$ cat config.mk
export PLATFORM = sky130hd
export DESIGN_NAME = base32_stream_encoder_core
export DESIGN_NICKNAME = d
export VERILOG_FILES = /design/src/rtl/core/b32enc_pkg.sv /design/src/rtl/core/b32enc_queue.sv /design/src/rtl/core/b32enc_front.sv /design/src/rtl/core/b32enc_back.sv /design/src/rtl/core/base32_stream_encoder_core.sv
export SDC_FILE = /design/constraint.sdc
export NUM_CORES = 1
export LEC_CHECK = 0
export BUFFER_PORTS_ARGS = -buffer_cell sky130_fd_sc_hd__buf_2
export CAP_MARGIN = 25
export CELL_PAD_IN_SITES_DETAIL_PLACEMENT = 0
export CELL_PAD_IN_SITES_GLOBAL_PLACEMENT = 1
export CORE_ASPECT_RATIO = 0.5
export CORE_UTILIZATION = 54
export DETAILED_ROUTE_END_ITERATION = 6
export MAX_ROUTING_LAYER = met4
export PLACE_DENSITY_LB_ADDON = 0.1
export REMOVE_ABC_BUFFERS = 1
export SLEW_MARGIN = 15
export SYNTH_ARGS = -nofsm -noshare
export SYNTH_HDL_FRONTEND = slang
export SYNTH_SLANG_ARGS = --single-unit
$ cat constraint.sdc
create_clock -name clk -period 6.8 [get_ports clk]
set_input_delay 1.36 -clock clk [delete_from_list [all_inputs] [get_ports clk]]
set_output_delay 1.36 -clock clk [all_outputs]
set_load 0.1 [all_outputs]
$ cat src/rtl/core/b32enc_pkg.sv
// Shared types, constants and helper functions for the base32 stream encoder.
// No dependencies.
package b32enc_pkg;

    localparam int unsigned GROUP_BYTES = 5;
    localparam int unsigned GROUP_HOLD  = 4;
    localparam int unsigned GROUP_CHARS = 8;
    localparam int unsigned GROUP_BITS  = GROUP_BYTES * 8;

    localparam logic [6:0] PAD_CHAR    = 7'h3D;   // '='
    localparam logic [6:0] ALPHA_BASE  = 7'h41;   // 'A'
    localparam logic [6:0] DIGIT_BASE  = 7'h32;   // '2'
    localparam logic [4:0] ALPHA_COUNT = 5'd26;

    typedef struct packed {
        logic [7:0] data_byte;
        logic       end_of_message;
    } in_item_t;

    typedef struct packed {
        logic [6:0] out_char;
        logic       out_last;
    } out_item_t;

    // one closed group: five bytes MSB first, meaningful char count, final flag
    typedef struct packed {
        logic [GROUP_BITS-1:0] bits;
        logic [3:0]            ndata;
        logic                  eom;
    } group_t;

    typedef struct packed {
        logic full;
        logic empty;
    } q_status_t;

    function automatic logic [6:0] b32_char(input logic [4:0] sym);
        logic [6:0] ch;
        if (sym < ALPHA_COUNT)
            ch = ALPHA_BASE + {2'b00, sym};
        else
            ch = DIGIT_BASE + {2'b00, sym - ALPHA_COUNT};
        return ch;
    endfunction

    // chars carrying data for a group whose last byte lands at slot fill
    function automatic logic [3:0] chars_for_fill(input logic [2:0] fill);
        logic [3:0] n;
        unique case (fill)
            3'd0:    n = 4'd2;
            3'd1:    n = 4'd4;
            3'd2:    n = 4'd5;
            3'd3:    n = 4'd7;
            default: n = 4'd8;
        endcase
        return n;
    endfunction

endpackage

$ cat src/rtl/core/b32enc_queue.sv
// Short group queue between the byte collector and the character serializer.
// Depends on b32enc_pkg.
module b32enc_queue #(
    parameter int unsigned DEPTH = 2
) (
    input  logic                clk,
    input  logic                rst_n,
    input  logic                push,
    input  b32enc_pkg::group_t  push_data,
    input  logic                pop,
    output b32enc_pkg::group_t  head,
    output b32enc_pkg::q_status_t status
);
    import b32enc_pkg::*;

    localparam int unsigned PTR_W = (DEPTH > 1) ? $clog2(DEPTH) : 1;
    localparam int unsigned CNT_W = $clog2(DEPTH + 1);

    group_t             slots_reg [DEPTH];
    logic [PTR_W-1:0]   wr_ptr_reg, wr_ptr_next;
    logic [PTR_W-1:0]   rd_ptr_reg, rd_ptr_next;
    logic [CNT_W-1:0]   count_reg, count_next;
    logic               do_push, do_pop;

    assign status.full  = (count_reg == CNT_W'(DEPTH));
    assign status.empty = (count_reg == '0);
    assign head         = slots_reg[rd_ptr_reg];

    assign do_push = push && !status.full;
    assign do_pop  = pop && !status.empty;

    always_comb
    begin
        wr_ptr_next = wr_ptr_reg;
        rd_ptr_next = rd_ptr_reg;
        count_next  = count_reg;
        if (do_push)
        begin
            wr_ptr_next = (wr_ptr_reg == PTR_W'(DEPTH - 1)) ? '0 : wr_ptr_reg + 1'b1;
        end
        if (do_pop)
        begin
            rd_ptr_next = (rd_ptr_reg == PTR_W'(DEPTH - 1)) ? '0 : rd_ptr_reg + 1'b1;
        end
        if (do_push && !do_pop)
            count_next = count_reg + 1'b1;
        else if (do_pop && !do_push)
            count_next = count_reg - 1'b1;
    end

    always_ff @(posedge clk or negedge rst_n)
    begin
        if (!rst_n)
        begin
            wr_ptr_reg <= '0;
            rd_ptr_reg <= '0;
            count_reg  <= '0;
        end
        else
        begin
            wr_ptr_reg <= wr_ptr_next;
            rd_ptr_reg <= rd_ptr_next;
            count_reg  <= count_next;
        end
    end

    always_ff @(posedge clk)
    begin
        if (do_push)
            slots_reg[wr_ptr_reg] <= push_data;
    end

endmodule

$ cat src/rtl/core/b32enc_front.sv
// Byte collector: holds up to four bytes and closes a group on the fifth or final byte.
// Depends on b32enc_pkg.
module b32enc_front (
    input  logic                  clk,
    input  logic                  rst_n,
    input  logic                  in_valid,
    output logic                  in_ready,
    input  b32enc_pkg::in_item_t  in_data,
    output logic                  push,
    output b32enc_pkg::group_t    push_data,
    input  b32enc_pkg::q_status_t q_status
);
    import b32enc_pkg::*;

    logic [7:0] bytes_reg [GROUP_HOLD];
    logic [2:0] fill_reg, fill_next;
    logic [7:0] grp [GROUP_BYTES];
    logic       accept;
    logic       closes;

    assign in_ready = !q_status.full;
    assign accept   = in_valid && in_ready;
    assign closes   = (fill_reg == 3'(GROUP_HOLD)) || in_data.end_of_message;
    assign push     = accept && closes;

    // missing bytes of a short group read as zero
    always_comb
    begin
        for (int k = 0; k < GROUP_BYTES; k++)
        begin
            grp[k] = '0;
            if (k < GROUP_HOLD && 3'(k) < fill_reg)
                grp[k] = bytes_reg[2'(k)];
            if (3'(k) == fill_reg)
                grp[k] = in_data.data_byte;
        end
    end

    assign push_data.bits  = {grp[0], grp[1], grp[2], grp[3], grp[4]};
    assign push_data.ndata = chars_for_fill(fill_reg);
    assign push_data.eom   = in_data.end_of_message;

    always_comb
    begin
        fill_next = fill_reg;
        if (accept)
            fill_next = closes ? 3'd0 : fill_reg + 3'd1;
    end

    always_ff @(posedge clk or negedge rst_n)
    begin
        if (!rst_n)
            fill_reg <= '0;
        else
            fill_reg <= fill_next;
    end

    always_ff @(posedge clk)
    begin
        if (accept && !closes)
            bytes_reg[fill_reg[1:0]] <= in_data.data_byte;
    end

endmodule

$ cat src/rtl/core/b32enc_back.sv
// Character serializer: a group becomes eight chars, one per cycle unless stalled.
// Depends on b32enc_pkg.
module b32enc_back (
    input  logic                  clk,
    input  logic                  rst_n,
    input  b32enc_pkg::group_t    head,
    input  b32enc_pkg::q_status_t q_status,
    output logic                  pop,
    output logic                  out_valid,
    input  logic                  out_ready,
    output b32enc_pkg::out_item_t out_data
);
    import b32enc_pkg::*;

    group_t     grp_reg, grp_next;
    logic       busy_reg, busy_next;
    logic [2:0] idx_reg, idx_next;
    logic       out_valid_reg, out_valid_next;
    out_item_t  out_data_reg, out_data_next;
    logic       adv, emit, load;
    logic [5:0] sym_lsb;
    logic [4:0] sym;
    out_item_t  cur;

    assign sym_lsb      = 6'({3'd0, 3'd7 - idx_reg}) * 6'd5;
    assign sym          = grp_reg.bits[sym_lsb +: 5];
    assign cur.out_char = ({1'b0, idx_reg} < grp_reg.ndata) ? b32_char(sym) : PAD_CHAR;
    assign cur.out_last = grp_reg.eom && (idx_reg == 3'(GROUP_CHARS - 1));

    assign adv  = !out_valid_reg || out_ready;
    assign emit = adv && busy_reg;
    // next group is fetched as the eighth char goes out, so chars run gap-free
    assign load = !q_status.empty
               && (!busy_reg || (emit && idx_reg == 3'(GROUP_CHARS - 1)));
    assign pop  = load;

    always_comb
    begin
        grp_next       = grp_reg;
        busy_next      = busy_reg;
        idx_next       = idx_reg;
        out_valid_next = out_valid_reg;
        out_data_next  = out_data_reg;
        if (emit)
        begin
            idx_next       = idx_reg + 3'd1;
            out_valid_next = 1'b1;
            out_data_next  = cur;
            if (idx_reg == 3'(GROUP_CHARS - 1))
                busy_next = 1'b0;
        end
        else if (adv)
        begin
            out_valid_next = 1'b0;
        end
        if (load)
        begin
            grp_next  = head;
            busy_next = 1'b1;
            idx_next  = '0;
        end
    end

    always_ff @(posedge clk or negedge rst_n)
    begin
        if (!rst_n)
        begin
            busy_reg      <= 1'b0;
            idx_reg       <= '0;
            out_valid_reg <= 1'b0;
        end
        else
        begin
            busy_reg      <= busy_next;
            idx_reg       <= idx_next;
            out_valid_reg <= out_valid_next;
        end
    end

    always_ff @(posedge clk)
    begin
        grp_reg      <= grp_next;
        out_data_reg <= out_data_next;
    end

    assign out_valid = out_valid_reg;
    assign out_data  = out_data_reg;

endmodule

$ cat src/rtl/core/base32_stream_encoder_core.sv
// Top level of the base32 stream encoder: collector, group queue, serializer.
// Depends on b32enc_pkg, b32enc_front, b32enc_queue, b32enc_back.

// Base32 (A-Z, 2-7) encoder for a byte stream. Bytes arrive one per transfer with an
// end_of_message flag; every fifth byte, or the flagged byte, closes a group that comes
// out as eight characters, with '=' in place of characters that only missing bytes
// would produce, and out_last set on the eighth character of the final group. The
// collector takes a byte every cycle while the group queue has room; the serializer
// sends one character per cycle while the output is not stalled, so the character
// serializer sets the sustained input rate. Short groups also give eight characters.
// The first character passes the queue slot, the group register and the output
// register after the closing byte is transferred. No clearing pass after reset.
module base32_stream_encoder_core #(
    parameter int unsigned QUEUE_DEPTH = 2
) (
    input  logic                  clk,
    input  logic                  rst_n,
    input  logic                  in_valid,
    output logic                  in_ready,
    input  b32enc_pkg::in_item_t  in_data,
    output logic                  out_valid,
    input  logic                  out_ready,
    output b32enc_pkg::out_item_t out_data
);
    import b32enc_pkg::*;

    logic      push;
    logic      pop;
    group_t    push_data;
    group_t    head;
    q_status_t q_status;

    b32enc_front u_front (
        .clk       (clk),
        .rst_n     (rst_n),
        .in_valid  (in_valid),
        .in_ready  (in_ready),
        .in_data   (in_data),
        .push      (push),
        .push_data (push_data),
        .q_status  (q_status)
    );

    b32enc_queue #(
        .DEPTH (QUEUE_DEPTH)
    ) u_queue (
        .clk       (clk),
        .rst_n     (rst_n),
        .push      (push),
        .push_data (push_data),
        .pop       (pop),
        .head      (head),
        .status    (q_status)
    );

    b32enc_back u_back (
        .clk       (clk),
        .rst_n     (rst_n),
        .head      (head),
        .q_status  (q_status),
        .pop       (pop),
        .out_valid (out_valid),
        .out_ready (out_ready),
        .out_data  (out_data)
    );

endmodule

[Word-level counts from Yosys, hierarchy flattened]
Memory sizes are Yosys's and may differ from the RTL's. A register that Yosys moved wholly into a read port is not among the register bits.
Index checks and enable logic that the tools add are counted.
Word-level totals
  word-level logic and storage cells: 94
  bits in registers: 20
  input port bits: 13
  bits in writable memories: 122
  output and inout bits: 10
  memories: 2
Cells by class
  equal/unequal tests: 10
  reduce and logical (&&, ||, !) cells: 28
  muxes and demuxes: 27
  shifts and indexed selects: 1
  $lt $le $gt $ge: 6
  multipliers: 1
  $add $sub $neg: 10
Memories
  u_queue.slots_reg: depth 2, bits a word 45, rd ports 1, clocked after Yosys merged registers in 1, write ports 1, line b32enc_queue.sv:19  | group_t slots_reg [DEPTH];
  u_front.bytes_reg: depth 4, bits a word 8, rd ports 4, clocked after Yosys merged registers in 0, write ports 1, line b32enc_front.sv:15  | logic [7:0] bytes_reg [GROUP_HOLD];
Operator list (number)
  $mux 8: 9
  $shiftx 40x7->5: 1
  $pmux 4 s4: 1
  $logic_and 1x1->1: 11
  $mux 1: 11
  $mux 3: 3
  $reduce_bool 2->1: 4
  $add 6x5->7 const A: 1
  $add 7x5->7 const A: 1
  $logic_not 1->1: 7
  $mux 7: 1
  $add 3x1->3 const B: 2
  $eq 2x3->1 const A: 2
  $eq 3x2->1 const B: 2
  $eq 3x3->1 const B: 2
  $lt 1x3->1 const A: 2
  $lt 2x3->1 const A: 2
  $mul 3x3->6 const B: 1
  $lt 5x5->1 const B: 1
  $sub 5x5->5 const B: 1
  $lt 3x4->1: 1
  $mux 2: 2
  $eq 1x3->1 const A: 1
  $eq 3x1->1 const B: 1
  10 further kinds: 13

[Logic depth before layout (Yosys ltp)]
  word-level depth: 10
  gate-level depth with buffers: 9
  gate-level depth less buffers: 9

[Hierarchy]
From an unflattened synthesis, not the netlist that was laid out.
Second synthesis, totals
  cell total of the unflattened synthesis: 425
  area total of the unflattened synthesis: 7780.0 um2
By module, submodules not included
  b32enc_queue: sequential area each 2802.7 um2, cells each 159, area an instance 3643.5 um2, instances 1
  b32enc_back: sequential area each 1716.6 um2, cells each 131, area an instance 2432.3 um2, instances 1
  b32enc_front: sequential area each 1036.0 um2, cells each 135, area an instance 1704.1 um2, instances 1

[Worst setup path before layout]
OpenSTA, ideal clock, no wires.
  path type: register -> register
  start point: reg u_queue.count_reg[0]
  end point: mem u_queue.slots_reg[0][0] (netlist name), enable pin
  buffers on the path: 0
  data arrival time: 4.627 ns
  data required time: 6.297 ns
  clock period less this slack: 5.130 ns
  setup time: 0.503 ns
  path slack: 1.670 ns
  cell stages (with the launch flop): 4
  cell sequence: dfrtp_1 > nand2b_1 > nand2_1 > nor3_1
On the way
  longest elaborated chain between the ends: 7
Ends and longest elaborated chain
  start, declared: line b32enc_queue.sv:22  | logic [CNT_W-1:0] count_reg, count_next;
  start signal, assigned: line b32enc_queue.sv:63  | count_reg <= count_next;
  $eq 2x2->1 *: line b32enc_queue.sv:25  | assign status.full = (count_reg == CNT_W'(DEPTH));
  $logic_not 1->1 *: line b32enc_front.sv:21  | assign in_ready = !q_status.full;
  net in_ready: line base32_stream_encoder_core.sv:19  | output logic in_ready,
  $logic_and 1x1->1: line b32enc_front.sv:22  | assign accept = in_valid && in_ready;
  $logic_and 1x1->1: line b32enc_front.sv:24  | assign push = accept && closes;
  $logic_and 1x1->1 *: line b32enc_queue.sv:29  | assign do_push = push && !status.full;
  $mux 1 *: line b32enc_queue.sv:69  | if (do_push)
  $mux 1 (not written as such) *: line b32enc_queue.sv:70  | slots_reg[wr_ptr_reg] <= push_data;
  end, declared: line b32enc_queue.sv:19
Mark *: on every way through the listed nets, which the timed path passes. The rest lies on a longest branch.

[Final worst setup path]
  start point: reg u_back.idx_reg[0]
  end point: reg u_queue.count_reg[1]
On the way
  longest elaborated chain between the ends: 8
  elaborated cells between the ends (all ways): 10
  classes of those cells: 1 x eq/ne; 1 x mux; 8 x reduce/logical
Ends and longest elaborated chain
  start, declared: line b32enc_back.sv:17  | logic [2:0] idx_reg, idx_next;
  start signal, assigned: line b32enc_back.sv:75  | idx_reg <= idx_next;
  $eq 3x3->1 *: line b32enc_back.sv:34  | && (!busy_reg || (emit && idx_reg == 3'(GROUP_CHARS - 1)));
  $logic_and 1x1->1 *: line b32enc_back.sv:34
  $logic_or 1x1->1 *: line b32enc_back.sv:34
  $logic_and 1x1->1 *: line b32enc_back.sv:34
  net pop: line base32_stream_encoder_core.sv:28  | logic pop;
  $logic_and 1x1->1 *: line b32enc_queue.sv:30  | assign do_pop = pop && !status.empty;
  $logic_not 1->1: line b32enc_queue.sv:45  | if (do_push && !do_pop)
  $logic_and 1x1->1: line b32enc_queue.sv:45
  $mux 2 or $reduce_bool 2->1 (tied branches)
Marked as above.
A chain may end at the register's enable or synchronous reset.

==> summary.md <==
| Metric | Value |
|---|---|
| Status | completed |
| Pwr Total | between 0.003 and 0.004 W |
| Die Span X | roughly 170 um |
| Yosys reg bits | ~190 |
| Hold buffer count at CTS | 0 |
| Critical Path Start Type | flop |
| Critical path peak fanout | 50 |
| Worst reg2reg setup slack | ~3900 ps |
| Cts repair resizes | 0 |
| EDFF count, synth | 175 |
| Routed Antenna Nets | 0 |
| Endpoint, Worst Hold | u_queue.count_reg[1] |
| WP data required | about 7200 ps |
| Clk buf depth | 2 |
| Total Routing Usage GR | 0.219 |
| Max Freq | around 340 MHz |
| Crit-path leading delay family | flip-flops |
| DRC Markers | 0 |
| Worst reg2reg path endpoint | u_queue.count_reg[1] |
| Ys flop type | edfxtp_1 |
| # port buffers | 22 |
| Hold path depth | 1 |
| Sequential fraction of the synthesis area | 0.743 |
| Synth async-reset ratio | 0.0642 |
| Setup TNS | 0 ps |
| Largest net degree at the start of global routing | slightly above 50 |
| Final nets | 472 |
| Crit path DAT | between 3000 and 4000 ps |
| CTS sink cnt | approximately 190 |
| Peak supply drop | around 0.17 mV |
| Max incr delay on CP | 890 ps |
| CTS buffer count | 17 |
| Pre-Repair DR Iteration Count | 5 |
| Slowest CP cell | dfrtp_1 |
| Design internal power | 0.00256 W |
| Number of library cell types mapped by synthesis | 38 |
| Met3 GRT Util | 0.0438 |
| Flip-flop count of the largest register after layout | 90 |
| Worst hold slack | roughly 500 ps |
| Sequential share of power | 0.444 |
| GR Layer Usage met2 | 0.307 |
| Lkg Pwr | 2.96 nW |
| Worst hold path startpoint | u_queue.count_reg[1] |
| Crit-path most repeated cell | ha_1 |
| Die footprint | approximately 14000 um2 |
| Via Count | between 3k and 4k |
| Switching share of total power | 0.338 |
| Clk slew on worst S/H paths | roughly 70 ps |
| Core Util, Final | 0.643 |
| Syn. warnings | 0 |
| Post-CTS setup buffers | 0 |
| Final setup viols | 0 |
| Comb power frac | 0.296 |
| GR peak layer | met1 |
| Synthesized area | about 7500 um2 |
| Worst Skew | 12.3 ps |
| GR Util met1 | 0.327 |
| Clock root cell | clkbuf_16 |
| R2R Path Start | u_back.idx_reg[0] |
| Routability congestion estimate | roughly 0.78 |
| Tmin final | about 2900 ps |
| RSZ-0062 raised after global routing | no |
| Final HPWL DP | approximately 9000 um |
| Mean post-synth cell area | 17.9 um2 |
| Psw | 0.00131 W |
| Via/cell ratio | about 5.6 |
| Core area | between 10000 and 15000 um2 |
| Worst path depth | 9 |
| Site row count | 29 |
| Hold Violations, Final | 0 |
| Clk Latency, worst-skew pair | roughly 420 ps |
| # IOs | 23 |
| Slew @ Worst Pin | 869 ps |
| DRT iter0 DRCs | approximately 330 |
| Overall routed net length | about 14000 um |
| Reg2Reg Depth | 9 |
| Clock power frac | 0.260 |
| Hold Path Class | reg2reg |
| Drt wl/cell | 21.6 um |
| CP Capture Type | flop |
| Fin crit share | 0.432 |
| Slew headroom | 0.420 |
| Power Density | ~460 nW/um2 |
| Max-cap violations | 0 |
| Layout cells sized above 1 | 0.287 |
| First-pass GRT wire length | roughly 21000 um |
| Vias in the first global route | about 3.6k |
| Initial core utilization | 0.571 |
| Crit path kind | reg2reg |
| CTS tree | built |
| Grt total ovfl | 0 |
| Area grow syn2layout | 12.6% |
| Height of the die | between 80 and 90 um |
| Synthesized instance count | 417 |
| Initial antenna violation count | 1 |
| Fin. max-slew vios | 0 |
| Worst Path Buf+Inv | 2 |
| H-tree depth | 4 |
| CP cell instances | ha_1 -> ha_1 -> nand2_1 -> a21oi_4 -> buf_4 -> inv_1 -> ha_1 -> nor2_1 -> xor2_1 |
power groups by stage:
stage | combinational (W) | clock [W] | sequential (W)
CTS | 0.00115 | 0.00102 | 0.00172
global placement | 0.00107 | 0 | 0.00176
detailed placement | 0.00114 | 0 | 0.00174
global route | 0.00122 | 0.00106 | 0.00174
floorplan | 0.000681 | 0 | 0.00188
finish | 0.00115 | 0.00100 | 0.00172
placed cells by master, fill, tap and decap left out, drive strengths merged, types with 4 or more instances in the layout:
cell / count
o21ai: 12
a22o: 25
a21oi: 6
and2: 5
and3: 9
ha: 12
inv: 16
dfrtp: 12
edfxtp: 175
clkbuf: 17
mux4: 10
nand2b: 4
mux2: 49
buf: 27
clkinv: 5
nand2: 32
or2: 5
nor2: 13
xor2: 6
synthesized netlist by cell type (all sizes together), types with 2 or more instances:
library cell | number | area share
a22o | 25 | 0.029
xor2 | 6 | 0.0070
a21oi | 6 | 0.0045
mux2 | 49 | 0.075
nand2b | 4 | 0.0033
ha | 12 | 0.020
inv | 9 | 0.0045
mux2i | 2 | 0.0048
nor2b | 3 | 0.0025
o21ai | 12 | 0.0080
clkbuf | 13 | 0.0065
nor2 | 13 | 0.0065
and3 | 9 | 0.0075
edfxtp | 175 | 0.70
dfrtp | 12 | 0.040
or2 | 5 | 0.0042
nor3 | 2 | 0.0028
mux4 | 10 | 0.031
and2 | 5 | 0.0042
buf | 3 | 0.0057
xnor2 | 3 | 0.0035
nand2 | 32 | 0.016
final cells by class:
class,instances,area (um2)
sequential,187,5560
fill,896,4680
multi-input combinational,205,1820
clock buffer,17,425
tap,186,233
clock inverter,15,179
timing repair buffer,27,173
inverter,9,33.8
antenna,1,2.50
through the flow:
stage	cells	worst slack [ps]	cell area (um2)
floorplan	401	1670	7390
detailed placement	614	3560	7810
global route	647	3570	8420
finish	647	3860	8420
global placement	612	3620	7770
CTS	646	3780	8420
routing by layer:
| layer | share of wire | up-vias |
|---|---|---|
| li1 | - | 1678 |
| met1 | 0.51 | 1864 |
| met2 | 0.43 | 99 |
| met3 | 0.050 | 8 |
| met4 | 0.0060 | 0 |
| met5 | 0 | - |
how the worst max path moves through the flow:
stage | startpoint | end | slack (ps)
global placement | out_ready | u_queue.count_reg[1] | 3620
detailed placement | out_ready | u_queue.count_reg[1] | 3560
CTS | u_back.idx_reg[0] | u_queue.count_reg[1] | 3780
global route | u_back.idx_reg[0] | u_queue.count_reg[1] | 3570
finish | u_back.idx_reg[0] | u_queue.count_reg[1] | 3860
floorplan | u_queue.count_reg[0] | u_queue.slots_reg[0][0] | 1670
cell families after synthesis:
family	share of synthesized area
fa+ha+maj	0.0201
xor+xnor	0.0105
simple gates	0.0483
buf+inv	0.0167
compound gates	0.0510
mux	0.111
flops	0.743
(Power assumes the default switching activity.)
